### config.mk
export PLATFORM = sky130hd
export DESIGN_NAME = ismu_site_wrap
export DESIGN_NICKNAME = d
export VERILOG_FILES = /design/src/rtl/core/ismu_pkg.sv /design/src/rtl/core/ismu_site_wrap.sv
export SDC_FILE = /design/constraint.sdc
export NUM_CORES = 1
export LEC_CHECK = 0
export ABC_AREA = 1
export BUFFER_PORTS_ARGS = -buffer_cell sky130_fd_sc_hd__clkbuf_2
export CAP_MARGIN = 20
export CORE_ASPECT_RATIO = 0.5
export CORE_UTILIZATION = 46
export DETAILED_ROUTE_END_ITERATION = 16
export PLACE_DENSITY_LB_ADDON = 0.25
export SYNTH_ARGS = -nofsm -noshare
export SYNTH_HDL_FRONTEND = slang
export SYNTH_SLANG_ARGS = --single-unit
### constraint.sdc
create_clock -name clk -period 1.7 [get_ports clk]
set_input_delay 0.085 -clock clk [delete_from_list [all_inputs] [get_ports clk]]
set_output_delay 0.085 -clock clk [all_outputs]
set_load 0.01 [all_outputs]
### src/rtl/core/ismu_pkg.sv
// ismu_pkg: shared types and constants of the ising metropolis spin update core
// field widths, opcodes, configuration register indexes and the decision record
// no dependencies
`default_nettype none

package ismu_pkg;

	// fixed field widths of the ports and of the threshold entries
	localparam int SITE_FIELD_W = 12;
	localparam int SLOT_FIELD_W = 3;
	localparam int RAND_FIELD_W = 16;
	localparam int THR_W        = 16;
	localparam int CFG_W        = 64;
	localparam int CFG_IDX_W    = 2;

	// neighbour sum spans -8..8, energy change spans -16..16
	localparam int SUM_W = 5;
	localparam int DE_W  = SUM_W + 1;

	// site index reduction: compare-subtract steps per cycle and cycles
	localparam int WRAP_STEPS  = 4;
	localparam int WRAP_CYCLES = SITE_FIELD_W / WRAP_STEPS;

	typedef enum logic [1:0] {
		OP_WRITE_NBR  = 2'd0,
		OP_WRITE_SPIN = 2'd1,
		OP_READ_SPIN  = 2'd2,
		OP_UPDATE     = 2'd3
	} opcode_t;

	typedef enum logic [CFG_IDX_W-1:0] {
		CFG_COUPLING = 2'd0,
		CFG_ACC_LOW  = 2'd1,
		CFG_ACC_HIGH = 2'd2
	} cfg_index_t;

	typedef struct packed {
		logic                   flip;
		logic signed [DE_W-1:0] de;
	} decide_t;

endpackage

`default_nettype wire

### src/rtl/core/ismu_site_wrap.sv
// ismu_site_wrap: reduces the site and neighbour indices modulo SITES
// restoring remainder, WRAP_STEPS compare-subtract steps per cycle
// depends on ismu_pkg
`default_nettype none

module ismu_site_wrap #(
	parameter int SITES = 4096
) (
	input  logic                             clk,
	input  logic                             arst_n,
	input  logic                             load,
	input  logic [ismu_pkg::SITE_FIELD_W-1:0] site_in,
	input  logic [ismu_pkg::SITE_FIELD_W-1:0] nbr_in,
	output logic [ismu_pkg::SITE_FIELD_W-1:0] site_out,
	output logic [ismu_pkg::SITE_FIELD_W-1:0] nbr_out,
	output logic                             done
);
	import ismu_pkg::*;

	localparam int  CYC_W      = $clog2(WRAP_CYCLES + 1);
	localparam logic [CYC_W-1:0] CYC_LAST = CYC_W'(WRAP_CYCLES - 1);
	localparam longint FIELD_MAX = (longint'(1) << SITE_FIELD_W) - 1;

	logic [SITE_FIELD_W-1:0] site_q, nbr_q, site_nx, nbr_nx;
	logic [CYC_W-1:0]        cyc_q;
	logic                    run_q, done_q;

	// divisor SITES << k, top bit set when it exceeds the field range
	function automatic logic [SITE_FIELD_W:0] divisor_at(input int k);
		longint d;
		d = longint'(SITES) << k;
		if (d > FIELD_MAX)
			divisor_at = {1'b1, {SITE_FIELD_W{1'b0}}};
		else
			divisor_at = {1'b0, SITE_FIELD_W'(d)};
	endfunction

	always_comb begin
		int                  k;
		logic [SITE_FIELD_W:0] d;
		site_nx = site_q;
		nbr_nx  = nbr_q;
		for (int j = 0; j < WRAP_STEPS; j++) begin
			k = SITE_FIELD_W - 1 - WRAP_STEPS * int'(cyc_q) - j;
			d = divisor_at(k);
			if (!d[SITE_FIELD_W] && site_nx >= d[SITE_FIELD_W-1:0])
				site_nx = site_nx - d[SITE_FIELD_W-1:0];
			if (!d[SITE_FIELD_W] && nbr_nx >= d[SITE_FIELD_W-1:0])
				nbr_nx = nbr_nx - d[SITE_FIELD_W-1:0];
		end
	end

	always_ff @(posedge clk or negedge arst_n) begin
		if (!arst_n) begin
			run_q  <= 1'b0;
			done_q <= 1'b0;
			cyc_q  <= '0;
		end else begin
			done_q <= run_q && (cyc_q == CYC_LAST);
			if (load) begin
				run_q <= 1'b1;
				cyc_q <= '0;
			end else if (run_q) begin
				cyc_q <= cyc_q + CYC_W'(1);
				if (cyc_q == CYC_LAST)
					run_q <= 1'b0;
			end
		end
	end

	always_ff @(posedge clk) begin
		if (load) begin
			site_q <= site_in;
			nbr_q  <= nbr_in;
		end else if (run_q) begin
			site_q <= site_nx;
			nbr_q  <= nbr_nx;
		end
	end

	assign site_out = site_q;
	assign nbr_out  = nbr_q;
	assign done     = done_q;

endmodule

`default_nettype wire

==> impl_summary.md <==
Die
The floorplan die area is 2880 um2. In this run the horizontal extent of the chip is 74.9 um. The total core area is 2360 um2. The initial utilization of the core area, before any placement, comes to 51.9%. The number of top-level pins is 52.

The overall die height is 38.5 um. The count of standard-cell rows is 12.

Detailed routing
The pre-antenna-repair detailed-routing pass consisted of 4 iterations. The total detailed-routing wirelength is 2.13 mm. For this block, the via count after detailed routing is 899. In the final routed layout, each cell accounts on average for 10.4 um.

The detailed router's first-iteration violation count is 29. Once detail routing completed, the nets flagged for antenna violations numbered 0. The remaining design rule violation count is 0. Using the TritonRoute via totals, the vias-per-cell ratio works out to 4.41.

Pwr
The leakage power figure is 0.000834 uW. Power spread over the standard cell area amounts to 1110 nW/um2. IR analysis of the VDD net gives a maximum drop of 0.625 mV.

CTS
The count of hold buffers inserted by post-cts repair is 1. In this run the clock root is driven by a clkbuf_8. Counting every sink on the clock net gives 28. The maximum root-to-sink buffer count is 2. Clock-pin slew was measured on the worst setup and hold paths at 0.09 ns. The clock reaches the later pin of the worst-skew pair after 0.27 ns. The CTS tree is yes. Counting the buffers created by CTS gives 3. CTS built an H-tree with a depth of 1. Post-CTS timing repair inserted 0 buffers for setup. The count of cells resized by post-cts repair is 0.

Global routing
The total overflow left after global routing is 0. The first global-routing pass estimated 3.35 mm of wire. The maximum number of pins on one net before global-route repair is 23.

The met3 track demand over resource in global routing is 5.00%. The via count of the first global-routing pass is 793. Global routing used 29.5% of the available met2 tracks. The number of antenna violations at the first check in global routing is 0. met2 is the most crowded layer.

For this run, the total global-route usage over all layers was measured as 16.7%. For this run, global-route usage on met1 was measured as 19.4%.

Placed design
The final RePlAce weighted congestion is 0.703. The final HPWL from detailed placement is 1.56 mm. The number of buffers added on ports is 51. In this run, placement finished with an instance count of 199.

Finish
The signed area change from the synthesized netlist to the final layout is 25.2%. The count of nets after finishing is 198. The fill cell total of the finished layout is 216. The number of antenna diodes is 0. At the end of the flow the core is filled with cells to 64.9%. The finished layout holds 204 standard cells, fillers aside. In the final layout, the share of cells above drive strength 1 is 36.7%.

Run
The number of maximum-capacitance violations is 0.

STA
The time the worst path needs with I/O delays and setup is 1.08 ns. The worst path uses 63.6% of the clock period. The sum of negative setup slack is 0 ns. Between clock sinks in the finished design, the worst skew comes to 0.00759 ns.

The maximum achievable frequency is 0.925 GHz. The total of endpoints with negative setup slack in the final report is 0. The final number of max-transition violations came to 0.

Setup repair after global routing left no endpoint under its margin. The final hold violation count is 0. For the pin with the worst max-slew slack, the measured transition is 0.239 ns. Measured against its own limit, the worst slew margin works out to 84.1%.

Logic synthesis
The number of standard cells after synthesis is 116. The post-synthesis instance area is 1220 um2. For this run, the number of Yosys warnings is 0.

In this run, synthesis produced a sequential element count of 28. The netlist uses 13 different library cells. The synthesized netlist net count is 144. The share of the Yosys chip area taken by registers is 67.1%.

The post-synthesis average cell area is 10.5 um2.

Worst setup path
Traced cell by cell, the critical path runs through inv_1 -> nand2_1 -> buf_4. The sum of buffers and inverters on the critical path is 2. Along the worst path, the maximum fanout reaches 10. STA classifies the critical path endpoint as a register. Data on the critical path arrives at its endpoint at 1.07 ns. The largest individual stage delay along the critical path comes from the cell dfrtp_1. The critical path is of the register to register type. The worst endpoint required time is 1.69 ns. The worst setup path is launched from a register. On the worst path, the slowest cell contributes a delay of 0.44 ns. The cell family contributing the most delay on the critical path is flip-flops.

Status
The run finished with clean final reports.

Min path
The class of the worst hold path is input port to register.
==> cell type report <==
| type | count | area [um2] | area share (%) |
|---|---|---|---|
| sequential | 28 | 821 | 53.6 |
| multi-input combinational | 72 | 290 | 19.0 |
| timing repair buffer | 55 | 288 | 18.8 |
| tap | 35 | 43.8 | 2.86 |
| inverter | 10 | 42.5 | 2.78 |
| clock buffer | 3 | 41.3 | 2.70 |
| clock inverter | 1 | 3.75 | 0.245 |
==> logic make-up after synthesis <==
logic type | count (synthesis) | synth area share [%]
AO/OA/AOI/OAI | 1 | 0.409
adder cells (fa/ha/maj) | 1 | 1.02
buffers and inverters | 16 | 9.11
flip-flops | 28 | 67.1
AND/OR/NAND/NOR | 70 | 22.3
==> layer usage <==
| layer | share of wire (%) | routed length (um) |
|---|---|---|
| met1 | 45 | 949 |
| met4 | 1.4 | 30 |
| met3 | 6.1 | 129 |
| met2 | 48 | 1020 |
| met5 | 0 | 0 |
==> flip-flops by register name, indices dropped and copies added, names as in the netlist <==
| name | count |
|---|---|
| cyc_q | 2 |
| site_out | 12 |
| run_q | 1 |
| done | 1 |
| nbr_out | 12 |
==> synth_stat cells <==
master / count / area [um2]
nor2_1: 4 / 15.0
nand2_1: 62 / 233
clkbuf_1: 1 / 3.75
edfxtp_1: 24 / 721
inv_6: 1 / 8.76
buf_6: 2 / 22.5
ha_1: 1 / 12.5
o21ai_0: 1 / 5.00
buf_8: 1 / 15.0
dfrtp_1: 4 / 100
inv_1: 9 / 33.8
nand2_2: 4 / 25.0
clkbuf_8: 2 / 27.5
==> where the power goes <==
group / internal, uW / leakage (uW) / switching [uW]
Sequential: 904 / 0.000302 / 75.9
Combinational: 150 / 0.000509 / 203
Clock: 162 / 0.0000231 / 198
Total: 1220 / 0.000834 / 477
==> worst min-delay path, stage by stage <==
cell	delay (ns)
clkbuf_2	0.07
nand2_1	0.04
inv_1	0.04
==> stage by stage <==
stage / cell area (um2) / hold WS, ns / power, uW / setup slack [ns]
6_report: 1530 / 0.0678 / 1690 / 0.619
5_1_grt: 1530 / 0.0666 / 1780 / 0.566
4_1_cts: 1530 / 0.0632 / 1710 / 0.626
3_5_place_dp: 1480 / -0.0988 / 1350 / 0.642
3_3_place_gp: 1480 / -0.102 / 1340 / 0.666
2_1_floorplan: 1220 / -0.211 / 1190 / 0.469
==> cell usage in the layout, fill, tap and decap left out, types with 3 or more instances in the layout <==
cell type	count
nand2_1	62
clkbuf_2	51
edfxtp_1	24
inv_1	9
nand2_2	4
nor2_1	4
dfrtp_1	4
clkbuf_8	3
buf_4	3
==> worst paths after layout <==
check,to,startpoint,cells after the start,slack [ns]
max,nbr_out[6],run_q,3,0.62
min,nbr_out[1],nbr_in[1],3,0.07
max reg2reg,nbr_out[6],run_q,3,0.62
min reg2reg,cyc_q[1],cyc_q[1],2,0.54
max in group asynchronous,done,arst_n,2,1.43
min in group asynchronous,run_q,arst_n,2,0.14
Note: power is estimated with default switching activity, not from simulation.
