<file path="config.mk">
export PLATFORM = sky130hd
export DESIGN_NAME = ismu_decide
export DESIGN_NICKNAME = d
export VERILOG_FILES = /design/src/rtl/core/ismu_pkg.sv /design/src/rtl/core/ismu_decide.sv
export SDC_FILE = /design/constraint.sdc
export NUM_CORES = 1
export LEC_CHECK = 0
export BUFFER_PORTS_ARGS = -buffer_cell sky130_fd_sc_hd__buf_2
export CAP_MARGIN = 20
export CORE_MARGIN = 1.5
export CORE_UTILIZATION = 34
export DETAILED_ROUTE_END_ITERATION = 12
export PLACE_DENSITY = 0.77
export REMOVE_ABC_BUFFERS = 1
export SYNTH_ARGS = -nofsm -noshare
export SYNTH_HDL_FRONTEND = slang
export SYNTH_SLANG_ARGS = --single-unit
</file>
<file path="constraint.sdc">
create_clock -name vclk -period 4.79
set_input_delay 0.958 -clock vclk [all_inputs]
set_output_delay 0.958 -clock vclk [all_outputs]
set_load 0.02 [all_outputs]
</file>
<file path="src/rtl/core/ismu_pkg.sv">
// ismu_pkg: shared types and constants of the ising metropolis spin update core
// field widths, opcodes, configuration register indexes and the decision record
// no dependencies
`default_nettype none

package ismu_pkg;

	// fixed field widths of the ports and of the threshold entries
	localparam int SITE_FIELD_W = 12;
	localparam int SLOT_FIELD_W = 3;
	localparam int RAND_FIELD_W = 16;
	localparam int THR_W        = 16;
	localparam int CFG_W        = 64;
	localparam int CFG_IDX_W    = 2;

	// neighbour sum spans -8..8, energy change spans -16..16
	localparam int SUM_W = 5;
	localparam int DE_W  = SUM_W + 1;

	// site index reduction: compare-subtract steps per cycle and cycles
	localparam int WRAP_STEPS  = 4;
	localparam int WRAP_CYCLES = SITE_FIELD_W / WRAP_STEPS;

	typedef enum logic [1:0] {
		OP_WRITE_NBR  = 2'd0,
		OP_WRITE_SPIN = 2'd1,
		OP_READ_SPIN  = 2'd2,
		OP_UPDATE     = 2'd3
	} opcode_t;

	typedef enum logic [CFG_IDX_W-1:0] {
		CFG_COUPLING = 2'd0,
		CFG_ACC_LOW  = 2'd1,
		CFG_ACC_HIGH = 2'd2
	} cfg_index_t;

	typedef struct packed {
		logic                   flip;
		logic signed [DE_W-1:0] de;
	} decide_t;

endpackage

`default_nettype wire

</file>
<file path="src/rtl/core/ismu_decide.sv">
// ismu_decide: energy change and metropolis acceptance for one site
// picks the threshold for DE and compares it with the random fraction
// depends on ismu_pkg
`default_nettype none

module ismu_decide #(
	parameter int RAND_BITS = 16
) (
	input  logic signed [ismu_pkg::SUM_W-1:0]   sum,
	input  logic                                spin,
	input  logic                                coupling_negative,
	input  logic [ismu_pkg::CFG_W-1:0]          accept_low,
	input  logic [ismu_pkg::CFG_W-1:0]          accept_high,
	input  logic [ismu_pkg::RAND_FIELD_W-1:0]   rnd,
	output ismu_pkg::decide_t                   res
);
	import ismu_pkg::*;

	localparam int CMP_W = THR_W + RAND_BITS;
	localparam logic [RAND_FIELD_W-1:0] RND_MASK = (RAND_BITS >= RAND_FIELD_W) ?
		{RAND_FIELD_W{1'b1}} : RAND_FIELD_W'((longint'(1) << RAND_BITS) - 1);

	logic signed [SUM_W-1:0] p;
	logic                    positive;
	logic [2:0]              k;
	logic [CFG_W-1:0]        word;
	logic [THR_W-1:0]        thr;
	logic [CMP_W-1:0]        thr_al, rnd_al;
	logic                    accept;

	always_comb begin
		// j*s is -1 when exactly one of coupling and spin is negative
		p        = (coupling_negative ^ ~spin) ? -sum : sum;
		positive = !p[SUM_W-1] && (p != '0);
		k        = 3'(p - SUM_W'(1));
		word     = k[2] ? accept_high : accept_low;
		thr      = word[k[1:0]*THR_W +: THR_W];
		// both sides on a common Q0.(16+RAND_BITS) scale
		thr_al   = {thr, {RAND_BITS{1'b0}}};
		rnd_al   = CMP_W'(rnd & RND_MASK) << THR_W;
		accept   = thr_al >= rnd_al;
		res.flip = !positive || accept;
		res.de   = {p, 1'b0};
	end

endmodule

`default_nettype wire

</file>
==> results.sh, run 1 <==
export IMPL_holdWs_ns=2.23
export IMPL_antenna_cells=0
export IMPL_drt_wl_total_mm=6.81
export IMPL_path_common_cell="buf_4"
export IMPL_critPathCaptureType="primary output"
export IMPL_ys_seq_area_share_pct=0
export IMPL_num_rows=25
export IMPL_regArea_um2=0
export IMPL_drv_cap=0
export IMPL_place_gp_congestion=0.792
export IMPL_worstPathRequired_ns=3.83
export IMPL_nFillCells=456
export IMPL_gr_total_overflow=0
export IMPL_clkbuf_count=0
export IMPL_crit_chain="buf_2 > inv_1 > ha_2 > buf_4 > o21ai_4 > buf_12 > nand2_8 > buf_6 > buf_4 > clkbuf_16 > a211oi_2 > nor4_1 > ha_1 > a2111oi_2 > o21ai_1 > o211ai_1 > o2111ai_1 > buf_4"
export IMPL_ys_types=31
export IMPL_die_h_um=73.0
export IMPL_hpwlAfterDp_mm=5.19
export IMPL_viasPerCell=5.53
export IMPL_netlist_instances=245
export IMPL_vdd_drop_max_uv=69.6
export IMPL_grt_pass1_vias=2275
export IMPL_portBuffers=157
export IMPL_final_area_um2=2840
export IMPL_instances_no_fill=472
export IMPL_die_width_um=73.0
export IMPL_grt_max_degree=26
export IMPL_syn_cell_area_um2=1670
export IMPL_max_freq_mhz=211
export IMPL_start_util_pct=35.3
export IMPL_antenna_left=0
export IMPL_track_usage_pct=22.3
export IMPL_antenna_found_initial=0
export IMPL_cp_buffers_inverters=8
export IMPL_fin_nets=575
export IMPL_drc=0
export IMPL_ios=158
export IMPL_placed_area_um2=2620
export IMPL_syn_to_final_growth_pct=70.2
export IMPL_drt_iter0_markers=55
export IMPL_final_common_cell="buf_2"
export IMPL_setup_viol=0
export IMPL_slew_viol_final=0
export IMPL_p_per_area_nw_per_um2=137
export IMPL_crit_fanout=12
export IMPL_dp_cells=460
export IMPL_layout_min_cycle_time_ns=4.73
export IMPL_post_route_period_util_pct=98.8
export IMPL_hold_violations=0
export IMPL_status="completed"
export IMPL_coreArea_um2=4720
export IMPL_seq_cell_count=0
export IMPL_hold_path_class="in -> out"
export IMPL_post_drt_wl_per_cell_um=14.4
export IMPL_synth_area_per_cell_um2=6.80
export IMPL_layout_common_cells="156 x buf_2, 64 x and3_1, 63 x a211oi_1"
export IMPL_critPathArrivalTime_ns=3.77
export IMPL_grt_pass1_wl_mm=9.77
export IMPL_power_leakage_nw=1.55
export IMPL_critPathTopFamily="compound AO/OA/AOI/OAI gates"
export IMPL_drive_above_1_share_pct=49.6
export IMPL_vias=2609
export IMPL_critPathMaxStageDelay_ns=0.37
export IMPL_yosys_warnings=0
export IMPL_slowest_stage="a2111oi_2"
export IMPL_dieArea_um2=5330
export IMPL_path_class="in -> out"
export IMPL_start_kind="input pin"
export IMPL_first_pass_iters=6
## repair_timing
item	4_1_cts	5_1_grt
gates resized for setup	0	20
buffers inserted	0	10
hold buffers	0	0
endpoints found under the setup margin	0	1
## final timing paths
path,cells after the start,end,start
worst min-delay path,3,res[5],sum[4]
worst max-delay path,18,res[6],sum[0]
## cell families after synthesis
kind of cell	Yosys count	synth area share [%]
mux	1	0.601
compound gates	82	36.2
other cells	1	0.225
simple gates	95	35.5
fa+ha+maj	17	12.8
buf+inv	44	11.6
xor+xnor	5	3.08
## cell usage after synthesis, drive strengths merged
| cell type | count | area (µm²) |
|---|---|---|
| ha | 17 | 213 |
| and3 | 64 | 400 |
| nand2b | 3 | 18.8 |
| o2111ai | 1 | 8.76 |
| or4 | 1 | 7.51 |
| conb | 1 | 3.75 |
| o31ai | 1 | 7.51 |
| a211oi | 65 | 488 |
| a21o | 4 | 30.0 |
| o21ai | 4 | 20.0 |
| xnor2 | 5 | 51.3 |
| o211ai | 1 | 7.51 |
| clkbuf | 14 | 52.6 |
| nor4 | 15 | 93.8 |
| nand4 | 2 | 12.5 |
| a21oi | 3 | 15.0 |
| buf | 12 | 73.8 |
| inv | 18 | 67.6 |
| nand2 | 7 | 42.5 |
| o21ba | 1 | 10.0 |
| a2111oi | 1 | 8.76 |
| o21a | 1 | 7.51 |
| or3 | 1 | 6.26 |
| nor3 | 1 | 5.00 |
| mux2i | 1 | 10.0 |
| nor2 | 1 | 3.75 |
## stage by stage
step                      power (mW)  setup TNS (ns)  util (%)  setup slack (ns)
after floorplan                0.187           -1.00         -             -1.00
after global placement         0.331               0      55.5             0.111
after detailed placement       0.338               0      55.5            0.0133
after CTS                      0.339               0      55.5           0.00946
after global routing           0.425          -0.120      60.0            -0.120
final                          0.388               0      60.0            0.0599
## cell type report
cell class	instances	area (µm²)	area share (%)
tap	67	83.8	2.96
timing repair buffer	186	1140	40.2
multi-input combinational	201	1540	54.5
inverter	18	67.6	2.38
## power breakdown
| group | leakage (nW) | total [mW] | internal [mW] | switching [mW] |
|---|---|---|---|---|
| combinational | 1.55 | 0.388 | 0.202 | 0.186 |
| clock | 0 | 0 | 0 | 0 |
| sequential | 0 | 0 | 0 | 0 |
## per-layer routing
metal	track usage, %	up-vias	wire, µm
met2	42.2	132	3450
met5	0	-	0
li1	-	1291	-
met1	27.8	1174	2790
met4	3.35	0	107
met3	1.24	12	466
## worst min-delay path, stage by stage
cell and delay, ns:
buf_2 0.08, xnor2_1 0.07, buf_2 0.16
No activity file was read; power rests on OpenSTA's default activity.
==> run 2: changes to the inputs <==
ABC_AREA = 1   (was default)
PLACE_DENSITY = 0.73   (was 0.77)
SETUP_SLACK_MARGIN = 0.5   (was default)
==> run 2 against run 1 <==
Net effect:
- count of clock-buffer cells in the layout unchanged
- die area grew 20%
- via count rose by 20%
- power increased by 28%
- routed wire length rose by 25%
- largest cell class unchanged
==> results.sh, run 2 <==
export IMPL_worstHoldStart="sum[3]"
export IMPL_grt_pass1_wl_mm=11.2
export IMPL_drive_above_1_share_pct=48.5
export IMPL_die_h_um=80.1
export IMPL_antenna_cells=0
export IMPL_syn_cell_area_um2=2020
export IMPL_ios=158
export IMPL_regArea_um2=0
export IMPL_total_power_mw=0.495
export IMPL_coreArea_um2=5610
export IMPL_dieArea_um2=6420
export IMPL_p_per_area_nw_per_um2=146
export IMPL_hold_path_class="in -> out"
export IMPL_post_route_period_util_pct=88.4
export IMPL_path_class="in -> out"
export IMPL_start_kind="input pin"
export IMPL_antenna_left=0
export IMPL_slew_viol_final=0
export IMPL_critPathArrivalTime_ns=3.28
export IMPL_vdd_drop_max_uv=87.4
export IMPL_syn_to_final_growth_pct=68.3
export IMPL_vias=3130
export IMPL_drt_wl_total_mm=8.53
export IMPL_setup_viol=0
export IMPL_ys_seq_area_share_pct=0
export IMPL_drv_cap=0
export IMPL_die_width_um=80.1
export IMPL_yosysMostFrequentCell="nand3_1"
export IMPL_worstPathRequired_ns=3.83
export IMPL_synth_top_area_share_pct=31.9
export IMPL_antenna_found_initial=0
export IMPL_hpwlAfterDp_mm=5.21
export IMPL_yosys_warnings=0
export IMPL_synth_top_area_cell="nand3_1"
export IMPL_seq_cell_count=0
export IMPL_ys_top_cells_by_area="nand3_1 32%, nand2_1 20%, ha_1 11%"
export IMPL_start_util_pct=36.1
export IMPL_gr_total_overflow=0
export IMPL_first_pass_iters=4
export IMPL_clkbuf_count=0
export IMPL_synth_common_cells="129 x nand3_1, 110 x nand2_1, 31 x inv_1"
export IMPL_viasPerCell=5.22
export IMPL_status="completed"
export IMPL_rsz0062_at_grt="yes"
export IMPL_num_rows=27
export IMPL_drc=0
export IMPL_hold_depth=3
export IMPL_netlist_instances=372
export IMPL_final_common_cell="buf_2"
export IMPL_max_freq_mhz=236
export IMPL_ys_types=31
export IMPL_portBuffers=157
export IMPL_fin_nets=698
export IMPL_critPathCaptureType="primary output"
export IMPL_grt_max_degree=39
export IMPL_drt_iter0_markers=159
export IMPL_grt_pass1_vias=2585
export IMPL_crit_fanout=8
export IMPL_hold_violations=0
export IMPL_place_gp_congestion=0.816
export IMPL_power_leakage_nw=1.92
export IMPL_layout_min_cycle_time_ns=4.23
export IMPL_layout_common_cells="154 x buf_2, 106 x nand3_1, 96 x nand2_1"
export IMPL_hold_path_endpoint="res[4]"
export IMPL_post_drt_wl_per_cell_um=14.2
export IMPL_synth_area_per_cell_um2=5.44
export IMPL_holdWs_ns=2.24
export IMPL_track_usage_pct=21.1
run 2: cell types whose count changed after synthesis, moves of 4 or more:
cell,before,now
clkbuf_1,14,1
and3_1,64,0
nor4_1,15,0
a21oi_1,3,13
a21oi_2,0,10
inv_1,18,31
nand3_1,0,129
buf_6,1,12
inv_2,0,4
a211oi_1,65,0
nand2_1,6,110
a21o_1,4,0
run 2: stage by stage:
step                utilization, %  setup TNS, ns  instances  setup WS, ns  cell area, µm²
CTS                           51.9              0        588         0.528            2910
global route                  60.7              0        600         0.410            3400
floorplan                        -        -0.0790        344       -0.0790            1780
global placement              48.4              0        580         0.379            2710
detailed placement            48.4              0        580         0.314            2710
finish                        60.7              0        600         0.556            3400
run 2: layout make-up:
type,count,area [µm²]
repair buffers,178,1160
multi-input cells,315,2010
fillers,562,2210
inverters,35,141
well taps,72,90.1
run 2: worst max-delay path by stage:
stage	end	slack, ns	startpoint	cells after the start
6_report	res[6]	0.56	sum[0]	22
5_1_grt	res[6]	0.41	sum[0]	21
4_1_cts	res[6]	0.53	sum[0]	21
3_5_place_dp	res[6]	0.31	sum[1]	21
3_3_place_gp	res[6]	0.38	sum[1]	18
2_1_floorplan	res[6]	-0.08	sum[0]	17
run 2: worst max-delay path, stage by stage:
cell and delay (ns):
buf_8 0.08, inv_4 0.03, ha_4 0.17, inv_4 0.07, nand2_2 0.05, nand2_2 0.07, nand2_4 0.06, nand3_4 0.11
clkbuf_16 0.20, nand2_8 0.11, nand2_4 0.11, nand3_2 0.07, nand2_1 0.09, a21oi_2 0.06, ha_1 0.31, nand2_1 0.07
inv_2 0.07, nand3_4 0.07, nor3_4 0.19, nand2_1 0.07, nand4_1 0.10, buf_6 0.13
run 2: per-layer routing:
layer | track usage (%) | routed length (µm)
met1 | 26.6 | 3340
met2 | 40.9 | 4260
met3 | 1.02 | 818
met5 | 0 | 0
met4 | 0.862 | 112
run 2: cells by family after synthesis:
logic type	after synthesis	synth area share, %
AOI/OAI and AO/OA	31	10.1
adders and majority gates	17	10.5
and+or+nand+nor	257	59.7
other	1	0.185
buffers and inverters	63	18.3
xor gates and xnor gates	3	1.30
run 2: repair_timing:
| item | in CTS | in global routing |
|---|---|---|
| endpoints found under the setup margin | 1 | 1 |
| gates resized for setup | 14 | 71 |
| cloned | 4 | 9 |
| pin swaps | 3 | 48 |
| buffers inserted | 4 | 3 |
| hold buffers | 0 | 0 |
run 2: where the power goes:
part / internal, mW / total [mW] / switching, mW
combinational: 0.228 / 0.495 / 0.267
clock: 0 / 0 / 0
sequential: 0 / 0 / 0
total: 0.228 / 0.495 / 0.267
==> run 3: changes to the inputs <==
==> constraint.sdc (replaced) <==
create_clock -name vclk -period 4.79
set_input_delay 0.958 -clock vclk [all_inputs]
set_output_delay 0.958 -clock vclk [all_outputs]
set_load 0.05 [all_outputs]
==> run 3 against run 2 <==
Net effect:
- combinational power is 9.5% lower
- critical path type unchanged
- largest power group unchanged
- cell area fell by 9.5%
- fmax is 0.13% higher
- sequential share of layout area is the same
- non-clock buffer count stayed put
- power shrank 9.6%
- first-iteration DRC count up 5.7%
==> results.sh, run 3 (synthesis gave the netlist of run 2 again) <==
export IMPL_pwr_share_comb_pct=100.0
export IMPL_p_per_area_nw_per_um2=145
export IMPL_layout_common_cells="154 x buf_2, 128 x nand3_1, 100 x nand2_1"
export IMPL_drive_above_1_share_pct=42.7
export IMPL_dieArea_um2=6420
export IMPL_final_setup_worst_slack_ns=0.562
export IMPL_hold_path_class="in -> out"
export IMPL_hold_path_endpoint="res[4]"
export IMPL_antenna_found_initial=0
export IMPL_p_int_mw=0.197
export IMPL_status="completed"
export IMPL_worstPathRequired_ns=3.83
export IMPL_rsz0062_at_grt="yes"
export IMPL_hold_buffers=0
export IMPL_max_freq_mhz=237
export IMPL_drc=0
export IMPL_syn_to_final_growth_pct=52.2
export IMPL_drv_cap=0
export IMPL_portBuffers=157
export IMPL_critPathCaptureType="primary output"
export IMPL_grt_max_degree=70
export IMPL_num_rows=27
export IMPL_total_power_mw=0.448
export IMPL_first_pass_iters=4
export IMPL_vdd_drop_max_uv=138
export IMPL_setup_viol=0
export IMPL_layout_min_cycle_time_ns=4.23
export IMPL_hold_depth=3
export IMPL_antenna_cells=0
export IMPL_critPathArrivalTime_ns=3.27
export IMPL_grt_pass1_wl_mm=11.3
export IMPL_vias=3065
export IMPL_post_route_period_util_pct=88.3
export IMPL_coreArea_um2=5610
export IMPL_pwr_share_seq_pct=0
export IMPL_hold_violations=0
export IMPL_regArea_um2=0
export IMPL_slew_viol_final=0
export IMPL_hpwlAfterDp_mm=5.11
export IMPL_crit_fanout=7
export IMPL_holdWs_ns=2.29
export IMPL_p_sw_mw=0.251
export IMPL_start_util_pct=36.1
export IMPL_viasPerCell=5.12
export IMPL_path_class="in -> out"
export IMPL_dpl_worst_slack_ns=0.246
export IMPL_gr_total_overflow=0
export IMPL_p_sw_share_pct=56.0
export IMPL_drt_iter0_markers=168
export IMPL_ios=158
export IMPL_post_drt_wl_per_cell_um=12.6
export IMPL_die_h_um=80.1
export IMPL_die_width_um=80.1
export IMPL_clkbuf_count=0
export IMPL_seq_cell_count=0
export IMPL_final_common_cell="buf_2"
export IMPL_antenna_left=0
export IMPL_grt_pass1_vias=2657
export IMPL_track_usage_pct=21.3
export IMPL_post_route_util_pct=54.9
export IMPL_power_leakage_nw=1.78
export IMPL_place_gp_congestion=0.807
export IMPL_start_kind="input pin"
export IMPL_worstHoldStart="sum[3]"
export IMPL_drt_wl_total_mm=7.53
export IMPL_fin_nets=697
export IMPL_p_clk_share_pct=0
==> run 3: timing repair <==
| item | in CTS | in global routing |
|---|---|---|
| resized for setup | 13 | 28 |
| setup endpoints to repair | 1 | 1 |
| buffers inserted | 5 | 8 |
| pin swaps | 2 | 19 |
| gates cloned | 3 | 3 |
==> run 3: layout make-up <==
class,count,area [µm²]
fill,617,2530
inverter,35,139
multi-input combinational,314,1790
tap,72,90.1
timing repair buffer,178,1050
==> run 3: how the worst max path moves through the flow <==
stage                start     end  cells past startpoint  slack, ns
floorplan           sum[0]  res[6]                     17      -0.33
global placement    sum[1]  res[6]                     21       0.26
detailed placement  sum[1]  res[6]                     21       0.25
CTS                 sum[0]  res[6]                     22       0.54
global route        sum[1]  res[6]                     21       0.41
finish              sum[1]  res[6]                     21       0.56
==> run 3: worst max-delay path, stage by stage <==
cell	delay [ns]
buf_6	0.09
inv_4	0.05
ha_4	0.16
nand2_4	0.06
nand2_2	0.07
nand2_2	0.06
nand3_4	0.10
buf_12	0.17
nand2_8	0.09
buf_6	0.15
nand2_2	0.04
nand3_1	0.06
nand2_1	0.09
a21oi_2	0.05
ha_1	0.33
a21oi_2	0.06
o21a_1	0.17
o21bai_1	0.15
nand2_1	0.07
nand4_1	0.10
buf_6	0.17
==> run 3: layer usage <==
| metal | track usage [%] | share of wire (%) |
|---|---|---|
| met1 | 25.8 | 41 |
| met2 | 41.7 | 51 |
| met3 | 1.36 | 7.3 |
| met4 | 2.07 | 0.53 |
| met5 | 0 | 0 |
==> run 3: power groups by stage <==
| stage | Combinational, mW | Sequential, mW | Clock (mW) |
|---|---|---|---|
| final | 0.448 | 0 | 0 |
| after global routing | 0.498 | 0 | 0 |
| after CTS | 0.411 | 0 | 0 |
| after detailed placement | 0.369 | 0 | 0 |
| after global placement | 0.362 | 0 | 0 |
| after floorplan | 0.241 | 0 | 0 |
==> run 3: stage by stage <==
step           std cells  cell area [µm²]  TNS [ns]
5_1_grt              599             3080         0
3_5_place_dp         580             2730         0
2_1_floorplan        344             1780    -0.332
4_1_cts              588             2900         0
6_report             599             3080         0
3_3_place_gp         580             2730         0
